**config.mk**
```make
export PLATFORM = sky130hd
export DESIGN_NAME = json_string_escaper_top
export DESIGN_NICKNAME = d
export VERILOG_FILES = /design/src/sv/jse_pkg.sv /design/src/sv/json_string_escaper_top.sv
export SDC_FILE = /design/constraint.sdc
export NUM_CORES = 1
export LEC_CHECK = 0
export ABC_AREA = 1
export BUFFER_PORTS_ARGS = -buffer_cell sky130_fd_sc_hd__buf_2
export CELL_PAD_IN_SITES_DETAIL_PLACEMENT = 1
export CELL_PAD_IN_SITES_GLOBAL_PLACEMENT = 2
export CORE_ASPECT_RATIO = 2
export CORE_UTILIZATION = 30
export CTS_CLUSTER_SIZE = 12
export DETAILED_ROUTE_END_ITERATION = 8
export MAX_ROUTING_LAYER = met4
export PLACE_DENSITY = 0.72
export SLEW_MARGIN = 20
export SYNTH_ARGS = -nofsm -noshare
export SYNTH_HDL_FRONTEND = slang
export SYNTH_SLANG_ARGS = --single-unit
```
**constraint.sdc**
```tcl
create_clock -name clk -period 14.3 [get_ports clk]
set_input_delay 2.86 -clock clk [delete_from_list [all_inputs] [get_ports clk]]
set_output_delay 2.86 -clock clk [all_outputs]
set_load 0.02 [all_outputs]
```
**src/sv/jse_pkg.sv**
```systemverilog
`timescale 1ns / 1ps

package jse_pkg;

  localparam int LIMIT_W     = 14;
  localparam int MAX_RESULTS = 8;

  localparam logic [7:0] CH_QUOTE     = 8'h22;
  localparam logic [7:0] CH_BACKSLASH = 8'h5C;
  localparam logic [7:0] CH_BS        = 8'h08;
  localparam logic [7:0] CH_FF        = 8'h0C;
  localparam logic [7:0] CH_LF        = 8'h0A;
  localparam logic [7:0] CH_CR        = 8'h0D;
  localparam logic [7:0] CH_TAB       = 8'h09;
  localparam logic [7:0] CH_SPACE     = 8'h20;
  localparam logic [7:0] CH_ZERO      = 8'h30;
  localparam logic [7:0] CH_LOWER_A   = 8'h61;
  localparam logic [7:0] CH_LOWER_B   = 8'h62;
  localparam logic [7:0] CH_LOWER_F   = 8'h66;
  localparam logic [7:0] CH_LOWER_N   = 8'h6E;
  localparam logic [7:0] CH_LOWER_R   = 8'h72;
  localparam logic [7:0] CH_LOWER_T   = 8'h74;
  localparam logic [7:0] CH_LOWER_U   = 8'h75;

  typedef struct packed {
    logic [7:0] in_byte;
    logic       end_of_string;
  } in_t;

  typedef struct packed {
    logic [7:0]         out_byte;
    logic               last_of_run;
    logic               string_done;
    logic               overflow_error;
    logic [LIMIT_W-1:0] total_length;
  } out_t;

  function automatic logic [7:0] hex_digit(input logic [3:0] nib);
    logic [7:0] d;
    if (nib < 4'd10) begin
      d = CH_ZERO + {4'd0, nib};
    end else begin
      d = CH_LOWER_A + {4'd0, nib - 4'd10};
    end
    return d;
  endfunction

endpackage

```
**src/sv/json_string_escaper_top.sv**
```systemverilog
`timescale 1ns / 1ps
// A request waits in the input register a_data_r until the result buffer run_bytes_r is free.
// Throughput: one request per cycle when out_stall is low and each gives one result; a
// request with n results holds the buffer until the single output byte port sends all n.
// Reset (synchronous, rst_n low) empties both stages, clears the string state and
// sets the output limit to 1203.

module json_string_escaper_top #(
  parameter int MAX_OUTPUT = 8192
) (
  input  logic                         clk,
  input  logic                         rst_n,
  input  logic                         in_valid,
  output logic                         in_stall,
  input  jse_pkg::in_t                 in_data,
  output logic                         out_valid,
  input  logic                         out_stall,
  output jse_pkg::out_t                out_data,
  input  logic                         cfg_we,
  input  logic [jse_pkg::LIMIT_W-1:0]  cfg_wdata
);

  localparam int CNT_W = ($clog2(MAX_OUTPUT + 8) > jse_pkg::LIMIT_W) ?
                         $clog2(MAX_OUTPUT + 8) : jse_pkg::LIMIT_W;
  localparam logic [CNT_W-1:0] MAX_CNT = CNT_W'(MAX_OUTPUT);
  localparam int NRES = jse_pkg::MAX_RESULTS;

  logic [jse_pkg::LIMIT_W-1:0] limit_cfg_r;
  logic                        a_valid_r;
  jse_pkg::in_t                a_data_r;
  logic                        in_string_r, in_string_nxt;
  logic                        discarding_r, discarding_nxt;
  logic [CNT_W-1:0]            out_count_r, out_count_nxt;
  logic [7:0]                  run_bytes_r [NRES];
  logic [3:0]                  run_cnt_r;
  logic                        run_done_r, run_err_r;
  logic [jse_pkg::LIMIT_W-1:0] run_total_r;

  logic [CNT_W-1:0]            lim, base, cnt_fin;
  logic [7:0]                  c, esc;
  logic                        ends, start, uni, fail;
  logic [7:0]                  ch [8];
  logic [2:0]                  chn, jdx;
  logic [7:0]                  res_bytes [NRES];
  logic [3:0]                  res_n;
  logic                        res_done, res_err;
  logic [jse_pkg::LIMIT_W-1:0] res_total;
  logic                        run_free, a_take, out_fire;

  always_comb begin
    lim = (CNT_W'(limit_cfg_r) > MAX_CNT) ? MAX_CNT : CNT_W'(limit_cfg_r);
    c     = a_data_r.in_byte;
    ends  = (c == 8'd0) || a_data_r.end_of_string;
    start = !in_string_r;
    base  = start ? CNT_W'(1) : out_count_r;

    case (c)
      jse_pkg::CH_QUOTE:     esc = jse_pkg::CH_QUOTE;
      jse_pkg::CH_BACKSLASH: esc = jse_pkg::CH_BACKSLASH;
      jse_pkg::CH_BS:        esc = jse_pkg::CH_LOWER_B;
      jse_pkg::CH_FF:        esc = jse_pkg::CH_LOWER_F;
      jse_pkg::CH_LF:        esc = jse_pkg::CH_LOWER_N;
      jse_pkg::CH_CR:        esc = jse_pkg::CH_LOWER_R;
      jse_pkg::CH_TAB:       esc = jse_pkg::CH_LOWER_T;
      default:               esc = 8'd0;
    endcase

    for (int i = 0; i < 8; i++) begin
      ch[i] = 8'd0;
    end
    uni = 1'b0;
    if (c == 8'd0) begin
      chn = 3'd0;
    end else if (esc != 8'd0) begin
      chn   = 3'd2;
      ch[0] = jse_pkg::CH_BACKSLASH;
      ch[1] = esc;
    end else if (c >= jse_pkg::CH_SPACE) begin
      chn   = 3'd1;
      ch[0] = c;
    end else begin
      uni   = 1'b1;
      chn   = 3'd6;
      ch[0] = jse_pkg::CH_BACKSLASH;
      ch[1] = jse_pkg::CH_LOWER_U;
      ch[2] = jse_pkg::CH_ZERO;
      ch[3] = jse_pkg::CH_ZERO;
      ch[4] = jse_pkg::hex_digit(c[7:4]);
      ch[5] = jse_pkg::hex_digit(c[3:0]);
    end

    cnt_fin = base + CNT_W'(chn) + CNT_W'(ends);

    fail = (start && (lim < CNT_W'(3)))
        || ((c != 8'd0) && (base + CNT_W'(2) >= lim))
        || (uni && (base + CNT_W'(6) >= lim))
        || (ends && (base + CNT_W'(chn) + CNT_W'(1) >= lim));

    for (int i = 0; i < NRES; i++) begin
      jdx = 3'(i) - {2'd0, start};
      if (3'(i) < {2'd0, start}) begin
        res_bytes[i] = jse_pkg::CH_QUOTE;
      end else if (jdx < chn) begin
        res_bytes[i] = ch[jdx];
      end else begin
        res_bytes[i] = jse_pkg::CH_QUOTE;
      end
    end
    res_n     = {3'd0, start} + {1'b0, chn} + {3'd0, ends};
    res_done  = ends;
    res_err   = 1'b0;
    res_total = ends ? cnt_fin[jse_pkg::LIMIT_W-1:0] : '0;

    in_string_nxt  = in_string_r;
    discarding_nxt = discarding_r;
    out_count_nxt  = out_count_r;
    if (discarding_r) begin
      res_n = 4'd0;
      if (ends) begin
        discarding_nxt = 1'b0;
        in_string_nxt  = 1'b0;
        out_count_nxt  = '0;
      end
    end else if (fail) begin
      res_bytes[0]   = 8'd0;
      res_n          = 4'd1;
      res_done       = 1'b1;
      res_err        = 1'b1;
      res_total      = '0;
      in_string_nxt  = 1'b0;
      out_count_nxt  = '0;
      discarding_nxt = !ends;
    end else if (ends) begin
      in_string_nxt = 1'b0;
      out_count_nxt = '0;
    end else begin
      in_string_nxt = 1'b1;
      out_count_nxt = cnt_fin;
    end
  end

  assign out_fire = (run_cnt_r != 4'd0) && !out_stall;
  assign run_free = (run_cnt_r == 4'd0) || ((run_cnt_r == 4'd1) && !out_stall);
  assign a_take   = a_valid_r && (run_free || (res_n == 4'd0));
  assign in_stall = a_valid_r && !a_take;

  always_ff @(posedge clk) begin
    if (!rst_n) begin
      limit_cfg_r  <= jse_pkg::LIMIT_W'(1203);
      a_valid_r    <= 1'b0;
      in_string_r  <= 1'b0;
      discarding_r <= 1'b0;
      out_count_r  <= '0;
      run_cnt_r    <= 4'd0;
    end else begin
      if (cfg_we) begin
        limit_cfg_r <= cfg_wdata;
      end
      if (!in_stall) begin
        a_valid_r <= in_valid;
      end
      if (a_take) begin
        in_string_r  <= in_string_nxt;
        discarding_r <= discarding_nxt;
        out_count_r  <= out_count_nxt;
      end
      if (a_take && (res_n != 4'd0)) begin
        run_cnt_r <= res_n;
      end else if (out_fire) begin
        run_cnt_r <= run_cnt_r - 4'd1;
      end
    end
  end

  always_ff @(posedge clk) begin
    if (!in_stall) begin
      a_data_r <= in_data;
    end
    if (a_take && (res_n != 4'd0)) begin
      for (int i = 0; i < NRES; i++) begin
        run_bytes_r[i] <= res_bytes[i];
      end
      run_done_r  <= res_done;
      run_err_r   <= res_err;
      run_total_r <= res_total;
    end else if (out_fire) begin
      for (int i = 0; i < NRES - 1; i++) begin
        run_bytes_r[i] <= run_bytes_r[i+1];
      end
    end
  end

  always_comb begin
    out_valid               = (run_cnt_r != 4'd0);
    out_data.out_byte       = run_bytes_r[0];
    out_data.last_of_run    = (run_cnt_r == 4'd1);
    out_data.string_done    = (run_cnt_r == 4'd1) && run_done_r;
    out_data.overflow_error = (run_cnt_r == 4'd1) && run_err_r;
    out_data.total_length   = (run_cnt_r == 4'd1) ? run_total_r : '0;
  end

endmodule

```
Word level (Yosys, flattened, before mapping)
Memories as Yosys holds them, arrays and structs flattened.
Index checks and enable logic that the tools add are counted.
- $add $sub $neg: 22
- magnitude comparators: 26
- eq/ne operators: 9
- mux-type cells: 85
- bitwise operators: 15
- reduce and logical (&&, ||, !) cells: 30
- operator list (kind ; number):
    2-to-1 mux 8 bit ; 38
    binary-select mux 8 bit (select 3 bit) ; 8
    2-to-1 mux 14 bit ; 10
    case mux 7 bit (7 select lines) ; 1
    2-to-1 mux 48 bit ; 1
    >= comparator 14 bit ; 3
    == test 8 x 4 -> 1 bit (second input constant) ; 5
    2-to-1 mux 39 bit ; 1
    >= comparator 4 bit (second input constant) ; 8
    2-to-1 mux 32 bit ; 1
    NOT 3 -> 4 bit ; 8
    < comparator 3 bit ; 8
    2-to-1 mux 1 bit ; 17
    adder 7 x 4 -> 8 bit (first input constant) ; 2
    2-to-1 mux 16 bit ; 1
    2-to-1 mux 4 bit ; 4
    nonzero test 8 bit ; 2
    adder 14 x 1 -> 14 bit ; 1
    adder 14 x 1 -> 14 bit (second input constant) ; 1
    adder 14 x 2 -> 14 bit (second input constant) ; 1
    adder 14 x 3 -> 14 bit ; 1
    adder 14 x 3 -> 14 bit (second input constant) ; 1
    adder 6 x 4 -> 7 bit (first input constant) ; 2
    greater-than comparator 14 bit (second input constant) ; 1
    28 further kinds ; 61
- flip-flop bits (word level): 60
- bits in writable memories: 64
- input bits: 28
- output and inout port bits: 27
- logic and storage cells: 199
- memories: 1
- memories (memory ; depth ; bits a word ; rd ports ; clocked after memory_dff ; wr ports ; RTL line ; source):
    run_bytes_r ; 8 ; 8 ; 8 ; 0 ; 8 ; json_string_escaper_top.sv:34 ; logic [7:0] run_bytes_r [NRES];

Depth between registers and ports, before layout
- depth after elaboration: 19
- gate-level depth with buffers: 44

Worst setup path before layout
OpenSTA, ideal clock, no wires.
- path type: reg2out
- start: register in_string_r
- end: output in_stall
- data arrival time: 5256 ps
- data required time: 11440 ps
- path slack: 6184 ps
- stages on the path, launching flop included: 33
- path buffers: 3
- cells stage by stage: dfxtp_1 buf_4 clkbuf_1 clkinv_1 clkbuf_1 nor2_1 inv_1 ha_1 fa_1 nand2_1 inv_1 nor2_1 inv_1 nor4_1 nand2_1 nor2_1 nand2_1 xor2_1 ha_1 nand2_1 inv_1 nand3_1 nor3_1 nand2_1 nand3_1 nand2_1 inv_1 nor2_4 nand2_1 nand2_1 nand2_4 nand3_1 inv_1
- cells in the longest elaborated chain, start to end: 14
- ends and longest elaborated chain (what ; RTL line ; source):
    start: declaration ; json_string_escaper_top.sv:31 ; logic in_string_r, in_string_nxt;
    start signal: assignment ; json_string_escaper_top.sv:163 ; in_string_r <= in_string_nxt;
    parallel branches: the longest is 7 deep, another holds adder 14 x 3 -> 14 bit ; - ;
    2-to-1 mux 4 bit * ; json_string_escaper_top.sv:124 ; end else if (fail) begin
    2-to-1 mux 4 bit * ; json_string_escaper_top.sv:117 ; if (discarding_r) begin
    zero test 4 bit * ; json_string_escaper_top.sv:144 ; assign a_take = a_valid_r && (run_free || (res_n == 4'd0));
    logical OR 1 bit * ; json_string_escaper_top.sv:144 ;
    logical AND 1 bit * ; json_string_escaper_top.sv:144 ;
    zero test 1 bit * ; json_string_escaper_top.sv:145 ; assign in_stall = a_valid_r && !a_take;
    logical AND 1 bit * ; json_string_escaper_top.sv:145 ;
    end: declaration ; json_string_escaper_top.sv:14 ; output logic in_stall,
Mark *: on every way between the ends.

Worst setup path in the final report
- start: register a_data_r, in the netlist c[1]
- end: output in_stall
- cells in the longest elaborated chain, start to end: 17
- ends and longest elaborated chain (what ; RTL line ; source):
    start: declaration ; json_string_escaper_top.sv:30 ; jse_pkg::in_t a_data_r;
    start signal: assignment ; json_string_escaper_top.sv:177 ; a_data_r <= in_data;
    == test 8 x 4 -> 1 bit (tied with other cells) ; json_string_escaper_top.sv:57 ; case (c)
    case mux 7 bit (7 select lines) ; json_string_escaper_top.sv:57 ;
    nonzero test 8 bit ; json_string_escaper_top.sv:74 ; end else if (esc != 8'd0) begin
    2-to-1 mux 3 bit ; json_string_escaper_top.sv:74 ;
    2-to-1 mux 3 bit ; json_string_escaper_top.sv:72 ; if (c == 8'd0) begin
    adder 14 x 3 -> 14 bit ; json_string_escaper_top.sv:97 ; || (ends && (base + CNT_W'(chn) + CNT_W'(1) >= lim));
    adder 14 x 1 -> 14 bit ; json_string_escaper_top.sv:97 ;
    >= comparator 14 bit ; json_string_escaper_top.sv:97 ;
    logical AND 1 bit ; json_string_escaper_top.sv:97 ;
    logical OR 1 bit ; json_string_escaper_top.sv:97 ;
    2-to-1 mux 4 bit * ; json_string_escaper_top.sv:124 ;
    2-to-1 mux 4 bit * ; json_string_escaper_top.sv:117 ;
    zero test 4 bit * ; json_string_escaper_top.sv:144 ;
    logical OR 1 bit * ; json_string_escaper_top.sv:144 ;
    logical AND 1 bit * ; json_string_escaper_top.sv:144 ;
    zero test 1 bit * ; json_string_escaper_top.sv:145 ;
    logical AND 1 bit * ; json_string_escaper_top.sv:145 ;
Every way passes the cells marked *; elsewhere a longest branch is shown, timed or not.

==> reports/results.txt <==
DIE WIDTH: 119 um
Most Frequent Cell on Critical Path: nand2_1
Die Span Y: 236 um
drt pass-1 iters: 4
clock buffer depth: 2
EDFF count, synth: 80
antenna-violating nets left: 0
critical path startpoint category: flip-flop
proportion of layout cells with a drive suffix above 1: 0.120
WL final: 27.6 mm
largest family of logic cells by synthesized area: simple AND/OR/NAND/NOR gates
# rows: 85
# port buffers: 54
sequential area share after synthesis: 0.378
number of global-route vias before repair: 7847
Final Cycle Share: 0.715
DRT iter0 DRCs: 225
CP max-delay cell: edfxtp_1
Post-Synthesis Cell Area: 8200 um^2
routed len/inst: 18.9 um
Ys Warns: 0
post-DP HPWL: 22.6 mm
htree depth: 4
biggest area consumer among synthesized cells: edfxtp_1
worst-margin pin slew: 875 ps
max-slew violations: 0
worst endpoint required time: 11440 ps
GRT Overall Usage: 0.215
initial antenna violation count: 0
Setup Fix Bufs, Post-CTS: 0
number of hold buffers added after CTS: 0
setup_tns: 0 ps
compound-gate portion of the synthesized area: 0.0827
# clock sinks: 115
Peak supply drop: 0.0975 mV
n_diodes: 0
RSZ-0062 raised after global routing: false
Post-Synth Adder-Cell Area: 0.103
Crit. Startpoint: c[1]
critical path type: flip-flop to output port
Max-cap violations: 0
vias per cell: 4.89
Power Density: 174 nW/um^2
Hold Path Class: flip-flop to flip-flop
Worst R2R End: run_bytes_r[0][14]
CP max stage delay: 490 ps
cell with the most instances after synthesis: nand2_1
Final setup viols: 0
Worst EP arrival: 7370 ps
Reg clk slew, reported paths: 60 ps
mux share of post-synthesis cell area: 0
worst skew pair latency: 440 ps
leakage power: 4.36 nW
synth unique cells: 55
Post-Synth Simple-Gate Area: 0.281
r2r startpoint: c[1]
detailed-route via count: 7147
Synth Instances: 1058
CORE AREA: 26900 um^2
P&R area growth vs syn: 13.8%
TritonCTS clock tree: built
max_slew headroom: 0.415
Synth top area share: 0.293
IO Count: 55
synthesized flop and latch total: 115
Post-Route Utilization: 0.347
clk_skew: 12.4 ps
FFs w/ async S/R, synth: 0
Initial Util: 0.305
Post-synth top cells: nand2_1, inv_1, nor2_1, edfxtp_1, nand3_1
PostCTS Resize Cnt: 0
top cells by area, synth: edfxtp_1, nand2_1, ha_1
first-pass GRT wire length: 43.2 mm
crit end category: output port
Remaining DRCs: 0
Avg Cell Area, Syn: 7.75 um^2
status: finished, final reports clean
CP Max Fanout: 10
worst reg2reg setup slack: 6690 ps
Root Driver: clkbuf_16
XOR/XNOR share of the synthesized area: 0.0577
CTS Buf Count: 17
Top FF cell, synth: edfxtp_1
grt total ovfl: 0
Synth Net Count: 1152
# nets final: 1195
placer congestion estimate: 0.930
Worst Setup EP: in_stall
pin count of the biggest net entering global routing: 55
Final Hold Fails: 0
Fmax: 97.8 MHz
full die area: 28000 um^2
min Tclk post-route: 10230 ps
path depth of the worst reg2reg path: 41
[metal layers]
layer,track usage,share of wire,up-vias
met5,-,0,-
met4,0.127,0.051,0
met3,0.0273,0.020,75
met2,0.440,0.61,110
met1,0.175,0.32,3433
li1,-,-,3529
[layout by cell type, fill, tap and decap left out, types with 20 or more instances in the layout]
master and count:
a21oi_1 49, buf_2 54, clkbuf_16 20, dfxtp_1 35, edfxtp_1 80, ha_1 64, inv_1 137, nand2_1 255
nand3_1 78, nor2_1 121, nor3_1 20, o21ai_0 32, xor2_1 47
[critical path, delay by kind of cell (launching register included)]
kind,cells,cell delay (ps)
AO/OA/AOI/OAI,3,720
flip-flops,1,490
adder cells (fa/ha/maj),4,1090
XOR/XNOR,1,170
AND/OR/NAND/NOR,24,3440
buffers and inverters,7,990
[final cells by class]
type	instances	area (um^2)
clock buffer	25	539
clock inverter	7	90.1
fill	3292	17600
inverter	147	561
multi-input combinational	762	4310
sequential	115	3100
tap	348	435
timing repair buffer	58	300
[logic make-up (layout without fill, tap and decap cells)]
family	after synthesis	count (layout)
AND/OR/NAND/NOR	525	525
other	1	1
flip-flops	115	115
adder cells (fa/ha/maj)	66	66
buffers and inverters	181	237
AO/OA/AOI/OAI	116	116
XOR/XNOR	54	54
[worst min path at each step]
| stage | startpoint | endpoint | slack [ps] | cells past startpoint |
|---|---|---|---|---|
| global placement | out_count_r[11] | out_count_r[11] | 460 | 2 |
| global route | out_count_r[11] | out_count_r[11] | 490 | 2 |
| CTS | out_count_r[11] | out_count_r[11] | 470 | 2 |
| detailed placement | out_count_r[11] | out_count_r[11] | 470 | 2 |
| finish | out_count_r[11] | out_count_r[11] | 480 | 2 |
| floorplan | out_count_r[11] | out_count_r[11] | 440 | 2 |
[metrics by stage]
stage / worst slack (ps) / power [mW] / hold WS, ps / cell area (um^2) / cells
2_1_floorplan: 6180 / 1.02 / 444 / 8200 / 1058
3_3_place_gp: 4580 / 1.18 / 462 / 8700 / 1430
3_5_place_dp: 4480 / 1.19 / 466 / 8700 / 1430
4_1_cts: 4010 / 1.65 / 475 / 9330 / 1462
5_1_grt: 3330 / 1.73 / 495 / 9330 / 1462
6_report: 4070 / 1.62 / 475 / 9330 / 1462
[where the power goes]
group / switching, mW / total (mW) / internal (mW)
clock: 0.159 / 0.455 / 0.296
sequential: 0.0442 / 0.563 / 0.519
combinational: 0.434 / 0.601 / 0.168
total: 0.637 / 1.62 / 0.983
[registers in the layout, summed over array words and instances, names as in the netlist]
register	count
run_done_r	1
c	8
in_string_r	1
out_count_r	14
run_bytes_r	55
run_total_r	14
discarding_r	1
run_err_r	1
a_valid_r	1
a_data_r	1
run_cnt_r	4
limit_cfg_r	14
No activity file was read; power rests on OpenSTA's default activity.
